<file path="config.mk">
export PLATFORM = sky130hd
export DESIGN_NAME = lane_budget_limit_counter_unit
export DESIGN_NICKNAME = d
export VERILOG_FILES = /design/src/lblc_pkg.sv /design/src/lblc_ctrl.sv /design/src/lblc_dp.sv /design/src/lane_budget_limit_counter_unit.sv
export SDC_FILE = /design/constraint.sdc
export NUM_CORES = 2
export LEC_CHECK = 0
export ABC_AREA = 1
export BUFFER_PORTS_ARGS = -buffer_cell sky130_fd_sc_hd__buf_4
export CAP_MARGIN = 20
export CORE_ASPECT_RATIO = 2
export CORE_UTILIZATION = 45
export CTS_BUF_LIST = sky130_fd_sc_hd__clkbuf_4 sky130_fd_sc_hd__clkbuf_8
export CTS_CLUSTER_SIZE = 8
export DETAILED_ROUTE_END_ITERATION = 7
export GPL_TIMING_DRIVEN = 0
export PLACE_DENSITY = 0.63
export SLEW_MARGIN = 20
export SYNTH_ARGS = -nofsm -noshare
export SYNTH_HDL_FRONTEND = slang
export SYNTH_SLANG_ARGS = --single-unit
</file>
<file path="constraint.sdc">
create_clock -name clk -period 5.3 [get_ports clk]
set_input_delay 1.59 -clock clk [delete_from_list [all_inputs] [get_ports clk]]
set_output_delay 1.59 -clock clk [all_outputs]
set_load 0.05 [all_outputs]
</file>
<file path="src/lblc_pkg.sv">
// Package for the lane budget limit counter: widths, reset values,
// register indexes, saturating helpers and the controller/datapath structs.
// No dependencies.
`default_nettype none
package lblc_pkg;

	// Field and bus widths
	localparam int DATA_W     = 32;
	localparam int LANE_W     = 2;
	localparam int AL_W       = 3;
	localparam int CFG_ADDR_W = 1;
	localparam int S_TDATA_W  = 40;
	localparam int M_TDATA_W  = 40;
	localparam int M_PAD_W    = M_TDATA_W - DATA_W - 1;

	// Default lane count
	localparam int LANES_DEFAULT = 4;

	// Register reset values
	localparam logic [DATA_W-1:0] LIMIT_RESET  = 32'h8000_0000;
	localparam logic [AL_W-1:0]   ACTIVE_RESET = 3'd3;

	// Register indexes
	localparam logic [CFG_ADDR_W-1:0] REG_COUNT_LIMIT  = 1'd0;
	localparam logic [CFG_ADDR_W-1:0] REG_ACTIVE_LANES = 1'd1;

	// Share divider: quotient bits retired per cycle and cycle count
	localparam int DIV_RADIX_BITS = 4;
	localparam int DIV_STEPS      = DATA_W / DIV_RADIX_BITS;
	localparam int DIV_CNT_W      = $clog2(DIV_STEPS);

	// Commands from controller to datapath
	typedef struct packed {
		logic capture;
		logic fast_add;
		logic fold;
		logic head_load;
		logic gadd;
		logic div_init;
		logic div_step;
		logic share;
		logic read_sel;
		logic read_step;
		logic set_acc;
		logic acc_val;
		logic load_out;
	} ctrl_cmd_t;

	// Status from datapath to controller
	typedef struct packed {
		logic is_read;
		logic lane_ok;
		logic fits;
		logic hr_short;
		logic div_last;
		logic read_last;
		logic out_free;
	} dp_stat_t;

	// Add that sticks at all ones
	function automatic logic [DATA_W-1:0] sat_add(input logic [DATA_W-1:0] a,
		input logic [DATA_W-1:0] b);
		logic [DATA_W:0] s;
		s = {1'b0, a} + {1'b0, b};
		return s[DATA_W] ? {DATA_W{1'b1}} : s[DATA_W-1:0];
	endfunction

	// Subtract that floors at zero
	function automatic logic [DATA_W-1:0] sat_sub(input logic [DATA_W-1:0] a,
		input logic [DATA_W-1:0] b);
		return (a > b) ? (a - b) : '0;
	endfunction

endpackage
`default_nettype wire

</file>
<file path="src/lblc_ctrl.sv">
// Controller FSM for the lane budget limit counter.
// Sequences the datapath through fast add, fold/refill and read.
// Depends on lblc_pkg.
`default_nettype none
module lblc_ctrl (
	input  logic                 clk,
	input  logic                 arst_n,
	input  logic                 in_valid,
	output logic                 in_ready,
	input  lblc_pkg::dp_stat_t   stat,
	output lblc_pkg::ctrl_cmd_t  cmd
);
	import lblc_pkg::*;

	localparam logic [3:0] ST_IDLE  = 4'd0;
	localparam logic [3:0] ST_CHECK = 4'd1;
	localparam logic [3:0] ST_HEAD  = 4'd2;
	localparam logic [3:0] ST_GATE  = 4'd3;
	localparam logic [3:0] ST_DINIT = 4'd4;
	localparam logic [3:0] ST_DIV   = 4'd5;
	localparam logic [3:0] ST_SHARE = 4'd6;
	localparam logic [3:0] ST_READ  = 4'd7;
	localparam logic [3:0] ST_DONE  = 4'd8;

	logic [3:0] state_q;
	logic [3:0] state_nx;

	// Next state and command decode
	always_comb begin
		state_nx = state_q;
		cmd      = '0;
		in_ready = 1'b0;
		unique case (state_q)
			ST_IDLE: begin
				in_ready = 1'b1;
				if (in_valid) begin
					cmd.capture = 1'b1;
					state_nx    = ST_CHECK;
				end
			end
			ST_CHECK: begin
				priority if (stat.is_read) begin
					state_nx = ST_READ;
				end else if (!stat.lane_ok) begin
					cmd.set_acc = 1'b1;
					cmd.acc_val = 1'b0;
					state_nx    = ST_DONE;
				end else if (stat.fits) begin
					cmd.fast_add = 1'b1;
					cmd.set_acc  = 1'b1;
					cmd.acc_val  = 1'b1;
					state_nx     = ST_DONE;
				end else begin
					cmd.fold = 1'b1;
					state_nx = ST_HEAD;
				end
			end
			ST_HEAD: begin
				cmd.head_load = 1'b1;
				state_nx      = ST_GATE;
			end
			ST_GATE: begin
				if (stat.hr_short) begin
					cmd.set_acc = 1'b1;
					cmd.acc_val = 1'b0;
					state_nx    = ST_DONE;
				end else begin
					cmd.gadd = 1'b1;
					state_nx = ST_DINIT;
				end
			end
			ST_DINIT: begin
				cmd.div_init = 1'b1;
				state_nx     = ST_DIV;
			end
			ST_DIV: begin
				cmd.div_step = 1'b1;
				if (stat.div_last) begin
					state_nx = ST_SHARE;
				end
			end
			ST_SHARE: begin
				cmd.share   = 1'b1;
				cmd.set_acc = 1'b1;
				cmd.acc_val = 1'b1;
				state_nx    = ST_DONE;
			end
			ST_READ: begin
				cmd.read_sel  = 1'b1;
				cmd.read_step = 1'b1;
				if (stat.read_last) begin
					cmd.set_acc = 1'b1;
					cmd.acc_val = 1'b1;
					state_nx    = ST_DONE;
				end
			end
			ST_DONE: begin
				if (stat.out_free) begin
					cmd.load_out = 1'b1;
					state_nx     = ST_IDLE;
				end
			end
			default: begin
				state_nx = ST_IDLE;
			end
		endcase
	end

	// State register
	always_ff @(posedge clk or negedge arst_n) begin
		if (!arst_n) begin
			state_q <= ST_IDLE;
		end else begin
			state_q <= state_nx;
		end
	end

endmodule
`default_nettype wire

</file>
<file path="src/lblc_dp.sv">
// Datapath for the lane budget limit counter: config registers, lane and
// global counters, share divider, read accumulator and result register.
// Depends on lblc_pkg.
`default_nettype none
module lblc_dp #(
	parameter int LANES = lblc_pkg::LANES_DEFAULT
) (
	input  logic                              clk,
	input  logic                              arst_n,
	input  logic                              cfg_we,
	input  logic [lblc_pkg::CFG_ADDR_W-1:0]   cfg_addr,
	input  logic [lblc_pkg::DATA_W-1:0]       cfg_data,
	input  logic                              in_op,
	input  logic [lblc_pkg::LANE_W-1:0]       in_lane,
	input  logic [lblc_pkg::DATA_W-1:0]       in_delta,
	input  lblc_pkg::ctrl_cmd_t               cmd,
	output lblc_pkg::dp_stat_t                stat,
	input  logic                              out_ready,
	output logic                              out_valid,
	output logic                              out_accepted,
	output logic [lblc_pkg::DATA_W-1:0]       out_total
);
	import lblc_pkg::*;

	localparam int IDX_W  = (LANES > 1) ? $clog2(LANES) : 1;
	localparam int LCMP_W = ((IDX_W > LANE_W) ? IDX_W : LANE_W) + 1;

	// Configuration
	logic [DATA_W-1:0] count_limit_q;
	logic [AL_W-1:0]   active_lanes_q;

	// Counter state
	logic [DATA_W-1:0] lane_count_q  [LANES];
	logic [DATA_W-1:0] lane_budget_q [LANES];
	logic [DATA_W-1:0] gtot_q;
	logic [DATA_W-1:0] gres_q;

	// Per-transaction working registers
	logic              op_q;
	logic [LANE_W-1:0] lane_q;
	logic [DATA_W-1:0] delta_q;
	logic [DATA_W-1:0] hr_q;
	logic [DATA_W-1:0] quo_q;
	logic [AL_W-1:0]   rem_q;
	logic [DIV_CNT_W-1:0] dcnt_q;
	logic [IDX_W-1:0]  idx_q;
	logic [DATA_W-1:0] sum_q;
	logic              acc_q;

	// Result register
	logic              out_valid_q;
	logic              out_acc_q;
	logic [DATA_W-1:0] out_total_q;

	logic [IDX_W-1:0]  lane_ix;
	logic [IDX_W-1:0]  rd_idx;
	logic [DATA_W-1:0] cnt_sel;
	logic [DATA_W-1:0] bud_sel;
	logic [DATA_W-1:0] room;
	logic [DATA_W-1:0] headroom;
	logic [AL_W-1:0]   divisor;
	logic [DATA_W-1:0] q_nx;
	logic [AL_W-1:0]   r_nx;
	logic [AL_W:0]     trial;
	logic [DATA_W-1:0] half_share;
	logic [DATA_W-1:0] pre;
	logic              out_free;

	// Single lane read port: read sweep index or transaction lane
	assign lane_ix  = IDX_W'(lane_q);
	assign rd_idx   = cmd.read_sel ? idx_q : lane_ix;
	assign cnt_sel  = lane_count_q[rd_idx];
	assign bud_sel  = lane_budget_q[rd_idx];
	assign room     = sat_sub(bud_sel, cnt_sel);
	assign headroom = sat_sub(sat_sub(count_limit_q, gtot_q), gres_q);
	assign divisor  = (active_lanes_q == '0) ? AL_W'(1) : active_lanes_q;

	// Pre-charge: half the share, no more than the global count
	assign half_share = quo_q >> 1;
	assign pre        = (half_share > gtot_q) ? gtot_q : half_share;

	// Restoring divide, DIV_RADIX_BITS quotient bits per cycle
	always_comb begin
		q_nx  = quo_q;
		r_nx  = rem_q;
		trial = '0;
		for (int k = 0; k < DIV_RADIX_BITS; k++) begin
			trial = {r_nx, q_nx[DATA_W-1]};
			q_nx  = {q_nx[DATA_W-2:0], 1'b0};
			if (trial >= {1'b0, divisor}) begin
				r_nx    = AL_W'(trial - {1'b0, divisor});
				q_nx[0] = 1'b1;
			end else begin
				r_nx = trial[AL_W-1:0];
			end
		end
	end

	assign out_free = !out_valid_q || out_ready;

	// Status to controller
	always_comb begin
		stat           = '0;
		stat.is_read   = op_q;
		stat.lane_ok   = (LCMP_W'(lane_q) < LCMP_W'(LANES));
		stat.fits      = (room >= delta_q);
		stat.hr_short  = (hr_q < delta_q);
		stat.div_last  = (dcnt_q == DIV_CNT_W'(DIV_STEPS - 1));
		stat.read_last = (idx_q == IDX_W'(LANES - 1));
		stat.out_free  = out_free;
	end

	// Configuration registers
	always_ff @(posedge clk or negedge arst_n) begin
		if (!arst_n) begin
			count_limit_q  <= LIMIT_RESET;
			active_lanes_q <= ACTIVE_RESET;
		end else if (cfg_we) begin
			unique case (cfg_addr)
				REG_COUNT_LIMIT:  count_limit_q  <= cfg_data;
				REG_ACTIVE_LANES: active_lanes_q <= cfg_data[AL_W-1:0];
				default: ;
			endcase
		end
	end

	// Lane and global counter state
	always_ff @(posedge clk or negedge arst_n) begin
		if (!arst_n) begin
			for (int i = 0; i < LANES; i++) begin
				lane_count_q[i]  <= '0;
				lane_budget_q[i] <= '0;
			end
			gtot_q <= '0;
			gres_q <= '0;
		end else begin
			priority if (cmd.fast_add) begin
				lane_count_q[lane_ix] <= cnt_sel + delta_q;
			end else if (cmd.fold) begin
				gtot_q                 <= sat_add(gtot_q, cnt_sel);
				gres_q                 <= sat_sub(gres_q, bud_sel);
				lane_count_q[lane_ix]  <= '0;
				lane_budget_q[lane_ix] <= '0;
			end else if (cmd.gadd) begin
				gtot_q <= sat_add(gtot_q, delta_q);
			end else if (cmd.share) begin
				lane_budget_q[lane_ix] <= quo_q;
				gres_q                 <= sat_add(gres_q, quo_q);
				lane_count_q[lane_ix]  <= pre;
				gtot_q                 <= gtot_q - pre;
			end else begin
				gtot_q <= gtot_q;
			end
		end
	end

	// Sequencing counters
	always_ff @(posedge clk or negedge arst_n) begin
		if (!arst_n) begin
			dcnt_q <= '0;
			idx_q  <= '0;
		end else begin
			if (cmd.div_init) begin
				dcnt_q <= '0;
			end else if (cmd.div_step) begin
				dcnt_q <= dcnt_q + DIV_CNT_W'(1);
			end
			if (cmd.capture) begin
				idx_q <= '0;
			end else if (cmd.read_step) begin
				idx_q <= idx_q + IDX_W'(1);
			end
		end
	end

	// Transaction payload, headroom, divider and read sum
	always_ff @(posedge clk) begin
		if (cmd.capture) begin
			op_q    <= in_op;
			lane_q  <= in_lane;
			delta_q <= in_delta;
			sum_q   <= gtot_q;
		end else if (cmd.read_step) begin
			sum_q <= sat_add(sum_q, cnt_sel);
		end
		if (cmd.head_load) begin
			hr_q <= headroom;
		end
		if (cmd.div_init) begin
			quo_q <= headroom;
			rem_q <= '0;
		end else if (cmd.div_step) begin
			quo_q <= q_nx;
			rem_q <= r_nx;
		end
		if (cmd.set_acc) begin
			acc_q <= cmd.acc_val;
		end
	end

	// Result register
	always_ff @(posedge clk or negedge arst_n) begin
		if (!arst_n) begin
			out_valid_q <= 1'b0;
		end else if (cmd.load_out) begin
			out_valid_q <= 1'b1;
		end else if (out_ready) begin
			out_valid_q <= 1'b0;
		end
	end

	always_ff @(posedge clk) begin
		if (cmd.load_out) begin
			out_acc_q   <= acc_q;
			out_total_q <= op_q ? sum_q : '0;
		end
	end

	assign out_valid    = out_valid_q;
	assign out_accepted = out_acc_q;
	assign out_total    = out_total_q;

endmodule
`default_nettype wire

</file>
<file path="src/lane_budget_limit_counter_unit.sv">
// Top level of the lane budget limit counter: stream ports, config port,
// controller and datapath. Depends on lblc_pkg, lblc_ctrl, lblc_dp.
//
// Channel   Direction  Handshake          Payload
// s_*       in         s_tvalid/s_tready  tuser: operation; tdata: lane, delta
// m_*       out        m_tvalid/m_tready  tdata: accepted, total
// cfg_*     in         cfg_we             cfg_addr index, cfg_data value
//
// One transaction at a time. An add within the lane budget goes from accept
// through the check state to the result. An add that refills the lane folds it,
// gates on the headroom and runs the share divider (4 quotient bits per cycle).
// A read sums one lane counter per cycle. The result register frees the controller once
// loaded; a stalled m_tready holds the next result in its final state.
// Reset is asynchronous and clears all counters and restores config defaults.
`default_nettype none
module lane_budget_limit_counter_unit #(
	parameter int LANES = lblc_pkg::LANES_DEFAULT
) (
	input  logic                              clk,
	input  logic                              arst_n,
	input  logic                              s_tvalid,
	output logic                              s_tready,
	input  logic [lblc_pkg::S_TDATA_W-1:0]    s_tdata,   // lane[1:0], delta[33:2]
	input  logic                              s_tuser,   // operation[0]
	output logic                              m_tvalid,
	input  logic                              m_tready,
	output logic [lblc_pkg::M_TDATA_W-1:0]    m_tdata,   // accepted[0], total[32:1]
	input  logic                              cfg_we,
	input  logic [lblc_pkg::CFG_ADDR_W-1:0]   cfg_addr,
	input  logic [lblc_pkg::DATA_W-1:0]       cfg_data
);
	import lblc_pkg::*;

	ctrl_cmd_t         cmd;
	dp_stat_t          stat;
	logic              out_accepted;
	logic [DATA_W-1:0] out_total;

	lblc_ctrl u_ctrl (
		.clk      (clk),
		.arst_n   (arst_n),
		.in_valid (s_tvalid),
		.in_ready (s_tready),
		.stat     (stat),
		.cmd      (cmd)
	);

	lblc_dp #(
		.LANES (LANES)
	) u_dp (
		.clk          (clk),
		.arst_n       (arst_n),
		.cfg_we       (cfg_we),
		.cfg_addr     (cfg_addr),
		.cfg_data     (cfg_data),
		.in_op        (s_tuser),
		.in_lane      (s_tdata[LANE_W-1:0]),
		.in_delta     (s_tdata[LANE_W+DATA_W-1:LANE_W]),
		.cmd          (cmd),
		.stat         (stat),
		.out_ready    (m_tready),
		.out_valid    (m_tvalid),
		.out_accepted (out_accepted),
		.out_total    (out_total)
	);

	// Result packing
	assign m_tdata = {{M_PAD_W{1'b0}}, out_total, out_accepted};

endmodule
`default_nettype wire

</file>
==> run_results.csv, run 1 <==
group,metric,value,unit
clocking,postCtsHoldBufs,0,
floorplan,dieHeight,467,um
clocking,cts_buffer_depth,3,
synthesis,synth_ff_type,"dfrtp_1",
clocking,clock-sinks,533,
global_route,grt_pass1_vias,58700,
status,tool.error,"[ERROR GRT-0116] Global routing finished with congestion. Check the congestion regions in the DRC Viewer.",
clocking,htree_num_levels,3,
global_route,grt_max_degree,81,
floorplan,rows,170,
place,place.detailed.hpwl,215000,um
place,port_buffers,107,
floorplan,die_w,235,um
synthesis,synth_cell_types,72,
global_route,grt.total_usage,53.1,%
synthesis,seq_area_frac_synth,29.0,%
place,gp_congestion,1.10,
synthesis,synth_edf_count,165,
global_route,grt_pass1_wl,420000,um
synthesis,synth_warnings,0,
status,status,"stopped before the end",
clocking,cts_buffers,88,
global_route,grt.overflow.total,10,
clocking,clock_tree.root_cell,"clkbuf_8",
synthesis,avgSynthCellArea,6.70,um^2
synthesis,syn_area,0.0488,mm^2
synthesis,netlist_instances,7271,
synthesis,async_reset_ff_share,68.5,%
synthesis,synth.ff_latch_count,533,
floorplan,start_util,45.4,%
status,failing_step,"5_1_grt",
floorplan,ios,121,
[timing repair]
action / in CTS
gates cloned: 16
resized for setup: 840
setup endpoints to repair: 423
pin swaps: 96
buffers inserted: 110
[logic make-up after synthesis]
group | Yosys count | synth area share [%]
compound gates | 1370 | 15.8
xor+xnor | 189 | 3.40
fa+ha+maj | 441 | 11.5
buf+inv | 964 | 8.14
flops | 533 | 29.0
mux | 29 | 0.670
other cells | 1 | 0.00769
simple gates | 3744 | 31.4
[per-layer routing]
layer | overflow | global-route usage [%]
met2 | 6 | 85.1
met5 | 0 | 1.01
met1 | 0 | 47.6
met3 | 0 | 20.6
met4 | 4 | 63.4
[synthesized netlist by cell type (31+ instances only)]
cell	number	share of area [%]
a32oi_1	50	0.90
nand3_1	415	4.3
nor3_1	91	0.93
o21a_1	38	0.59
buf_2	111	1.1
xor2_1	109	2.0
nand2_1	2178	17
ha_1	427	11
o21ai_0	363	3.7
clkbuf_1	54	0.42
o21ai_1	98	1.0
inv_1	721	5.6
a21oi_1	642	6.6
edfxtp_1	165	10
or2_0	38	0.49
dfrtp_1	362	19
buf_4	31	0.48
a21o_1	49	0.75
xnor2_1	80	1.4
nor2_1	861	6.6
nand4_1	57	0.73
[per-stage QoR]
| step | setup slack (ps) | cell area, um^2 | cells |
|---|---|---|---|
| floorplan | 26.1 | 48800 | 7277 |
| global placement | -3130 | 51300 | 8760 |
| detailed placement | -3200 | 51600 | 8771 |
| CTS | -651 | 58600 | 9052 |
==> inputs of run 2 (changes only) <==
--- a/config.mk
+++ b/config.mk
@@ -8,13 +8,10 @@
 export ABC_AREA = 1
 export BUFFER_PORTS_ARGS = -buffer_cell sky130_fd_sc_hd__buf_4
 export CAP_MARGIN = 20
-export CORE_ASPECT_RATIO = 2
-export CORE_UTILIZATION = 45
-export CTS_BUF_LIST = sky130_fd_sc_hd__clkbuf_4 sky130_fd_sc_hd__clkbuf_8
-export CTS_CLUSTER_SIZE = 8
+export CORE_UTILIZATION = 30
 export DETAILED_ROUTE_END_ITERATION = 7
 export GPL_TIMING_DRIVEN = 0
-export PLACE_DENSITY = 0.63
+export PLACE_DENSITY_LB_ADDON = 0.15
 export SLEW_MARGIN = 20
 export SYNTH_ARGS = -nofsm -noshare
 export SYNTH_HDL_FRONTEND = slang
==> constraint.sdc (replaced) <==
create_clock -name clk -period 6.9 [get_ports clk]
set_input_delay 2.07 -clock clk [delete_from_list [all_inputs] [get_ports clk]]
set_output_delay 2.07 -clock clk [all_outputs]
set_load 0.05 [all_outputs]
==> run_results.csv, run 2 <==
group,metric,value,unit
worst_hold_path,hold_path_end,"u_dp.out_accepted",
sta,setup_viol,0,
floorplan,rows,147,
sta,period_share,96.5,%
synthesis,synth_edf_count,165,
floorplan,dieHeight,405,um
synthesis,yosys.area_share.simple,31.4,%
drt,vias,51000,
sta,timing.setup.tns,0,ps
sta,slew_headroom,29.5,%
sta,slew_viol_final,0,
clocking,clk_pin_slew,60,ps
drt,wirelength,233000,um
synthesis,synth_top_area_share,18.6,%
clocking,clock_tree.root_cell,"clkbuf_16",
flow_run,drv_cap,0,
clocking,postCtsHoldBufs,0,
place,port_buffers,107,
drt,dr.pass1.iters,6,
clocking,cts_tree,"built",
final_layout,fillCellCount,17600,
sta,hold_viol_final,0,
critical_path,r2r_cells,31,
synthesis,synth.ff_latch_count,533,
synthesis,synth_compound_area_share,15.8,%
clocking,cts_buffers,71,
final_layout,final_cell_mix,"2165 x nand2_1, 858 x nor2_1, 719 x inv_1, 642 x a21oi_1, 423 x ha_1",
drt,vias_per_cell,5.26,
place,gp_congestion,0.998,
critical_path,crit_arrival,7240,ps
critical_path,cp_max_fo,10,
floorplan,ios,121,
worst_hold_path,hp-class,"register to register",
drt,drc,0,
final_layout,layout_commonest_cell,"nand2_1",
sta,min_period,6660,ps
synthesis,synth_warnings,0,
worst_hold_path,min_from,"u_dp.acc_q",
synthesis,netlist_instances,7271,
status,status,"finished, final reports clean",
synthesis,synth_top_family_by_area,"simple AND/OR/NAND/NOR gates",
global_route,grt.total_usage,27.8,%
critical_path,path_class,"register to register",
drt,drt-initial-drc-count,4839,
clocking,clk_latency,700,ps
global_route,antenna_found_initial,11,
synthesis,avgSynthCellArea,6.70,um^2
synthesis,synth_top_cells_by_area,"dfrtp_1 19%, nand2_1 17%, ha_1 11%",
floorplan,die_w,405,um
critical_path,r2r-end,"u_dp.lane_budget_q[126]",
global_route,grt_pass1_wl,331000,um
critical_path,crit_path_top_delay_cell,"a32oi_1",
global_route,grt.overflow.total,0,
critical_path,ff2ff_setup_slack,240,ps
synthesis,seq_area_frac_synth,29.0,%
sta,fmax,150,MHz
clocking,cts_buffer_depth,3,
critical_path,path_common_cell,"a21oi_1",
synthesis,async_reset_ff_share,68.5,%
synthesis,yosys.cell_count.top_type,"nand2_1",
floorplan,core_area,0.161,mm^2
synthesis,yosys.area.top_type,"dfrtp_1",
final_layout,layout.nets,8000,
synthesis,yosys.area_share.adder,11.5,%
worst_hold_path,holdPathStages,0,
critical_path,cp-start-kind,"register",
sta,fin_worst_skew,37.5,ps
final_layout,area_growth,15.5,%
drt,wl_per_cell,24.0,um
critical_path,critPathMaxStageDelay,520,ps
critical_path,endpoint_kind,"register",
synthesis,synth_common_cells,"2178 x nand2_1, 861 x nor2_1, 721 x inv_1",
sta,worstMarginPinSlew,1050,ps
floorplan,fp.dieArea,0.164,mm^2
synthesis,synth_cell_types,72,
synthesis,synth_xor_area_share,3.40,%
floorplan,start_util,30.3,%
drt,detail-route-antenna-nets,0,
critical_path,worstPathRequired,7480,ps
critical_path,r2r_start,"u_ctrl.state_q[3]",
clocking,clock-sinks,533,
synthesis,syn_area,0.0488,mm^2
synthesis,synth_ff_type,"dfrtp_1",
global_route,grt_max_degree,90,
place,place.detailed.hpwl,191000,um
global_route,grt_pass1_vias,48100,
synthesis,synthMuxAreaShare,0.670,%
clocking,htree_num_levels,3,
final_layout,reg.largest.list,"u_dp.lane_budget_q (128), u_dp.lane_count_q (128)",
final_layout,drive_gt1_share,8.69,%
[run 2: cell counts after synthesis]
No cell type changed its count.
[run 2: critical path, delay by kind of cell (launching register included)]
family,cells,cell delay (ps)
simple gates,11,1490
xor+xnor,1,230
compound gates,10,2190
flops,1,400
buf+inv,7,1450
fa+ha+maj,2,700
[run 2: final cells by class]
type / instances / area, um^2 / area share [%]
repair buffers: 131 / 1140 / 2.02
well taps: 2160 / 2700 / 4.80
inverters: 747 / 2830 / 5.02
plain buffers: 216 / 1350 / 2.39
clock buffers: 101 / 2080 / 3.69
clock inverters: 29 / 413 / 0.733
multi-input cells: 5780 / 31700 / 56.2
flip-flops and latches: 533 / 14200 / 25.1
diodes: 3 / 7.51 / 0.0133
[run 2: kinds of logic (layout without fill, tap and decap cells)]
kind of cell	count (synthesis)	after routing
xor gates and xnor gates	189	189
muxes	29	29
other	1	10
and+or+nand+nor	3744	3744
adders and majority gates	441	441
buffers and inverters	964	1224
AOI/OAI and AO/OA	1370	1370
DFF	533	533
[run 2: worst max path at each step]
stage	endpoint	cells past startpoint	from
after detailed placement	u_dp.lane_count_q[92]	42	u_ctrl.state_q[3]
after global placement	u_dp.lane_count_q[28]	40	u_ctrl.state_q[3]
after floorplan	u_dp.quo_q[0]	31	u_dp.active_lanes_q[0]
after global routing	u_dp.gres_q[30]	37	u_ctrl.state_q[3]
after CTS	u_dp.lane_count_q[120]	41	u_ctrl.state_q[3]
final	u_dp.lane_budget_q[126]	31	u_ctrl.state_q[3]
[run 2: per-stage QoR]
stage	setup WS (ps)	utilization (%)	instance area, um^2	hold WS, ps	std cells
6_report	242	35.0	56300	471	9700
3_5_place_dp	-886	32.7	52600	446	9556
5_1_grt	-7.93	35.0	56300	473	9697
2_1_floorplan	1630	-	48800	400	7277
4_1_cts	-19.9	34.6	55600	459	9686
3_3_place_gp	-1050	32.5	52300	448	9544
[run 2: what timing repair did]
item / CTS / global route
setup buffers: 0 / 12
hold endpoints to repair: 0 / 0
gates resized for setup: 118 / 137
pin swaps: 1 / 11
endpoints found under the setup margin: 321 / 326
[run 2: layer usage]
metal  track usage, %  wire length (um)  up-vias
li1                 -                 -    24500
met4             11.7             10800        6
met1             37.8            103000    24200
met2             43.2            101000     1935
met3             4.59             17200      362
met5                0                23        -
Power of run 2 is not shown: default switching activity piles up to over one toggle a cycle in this logic, so the estimate is an artifact.
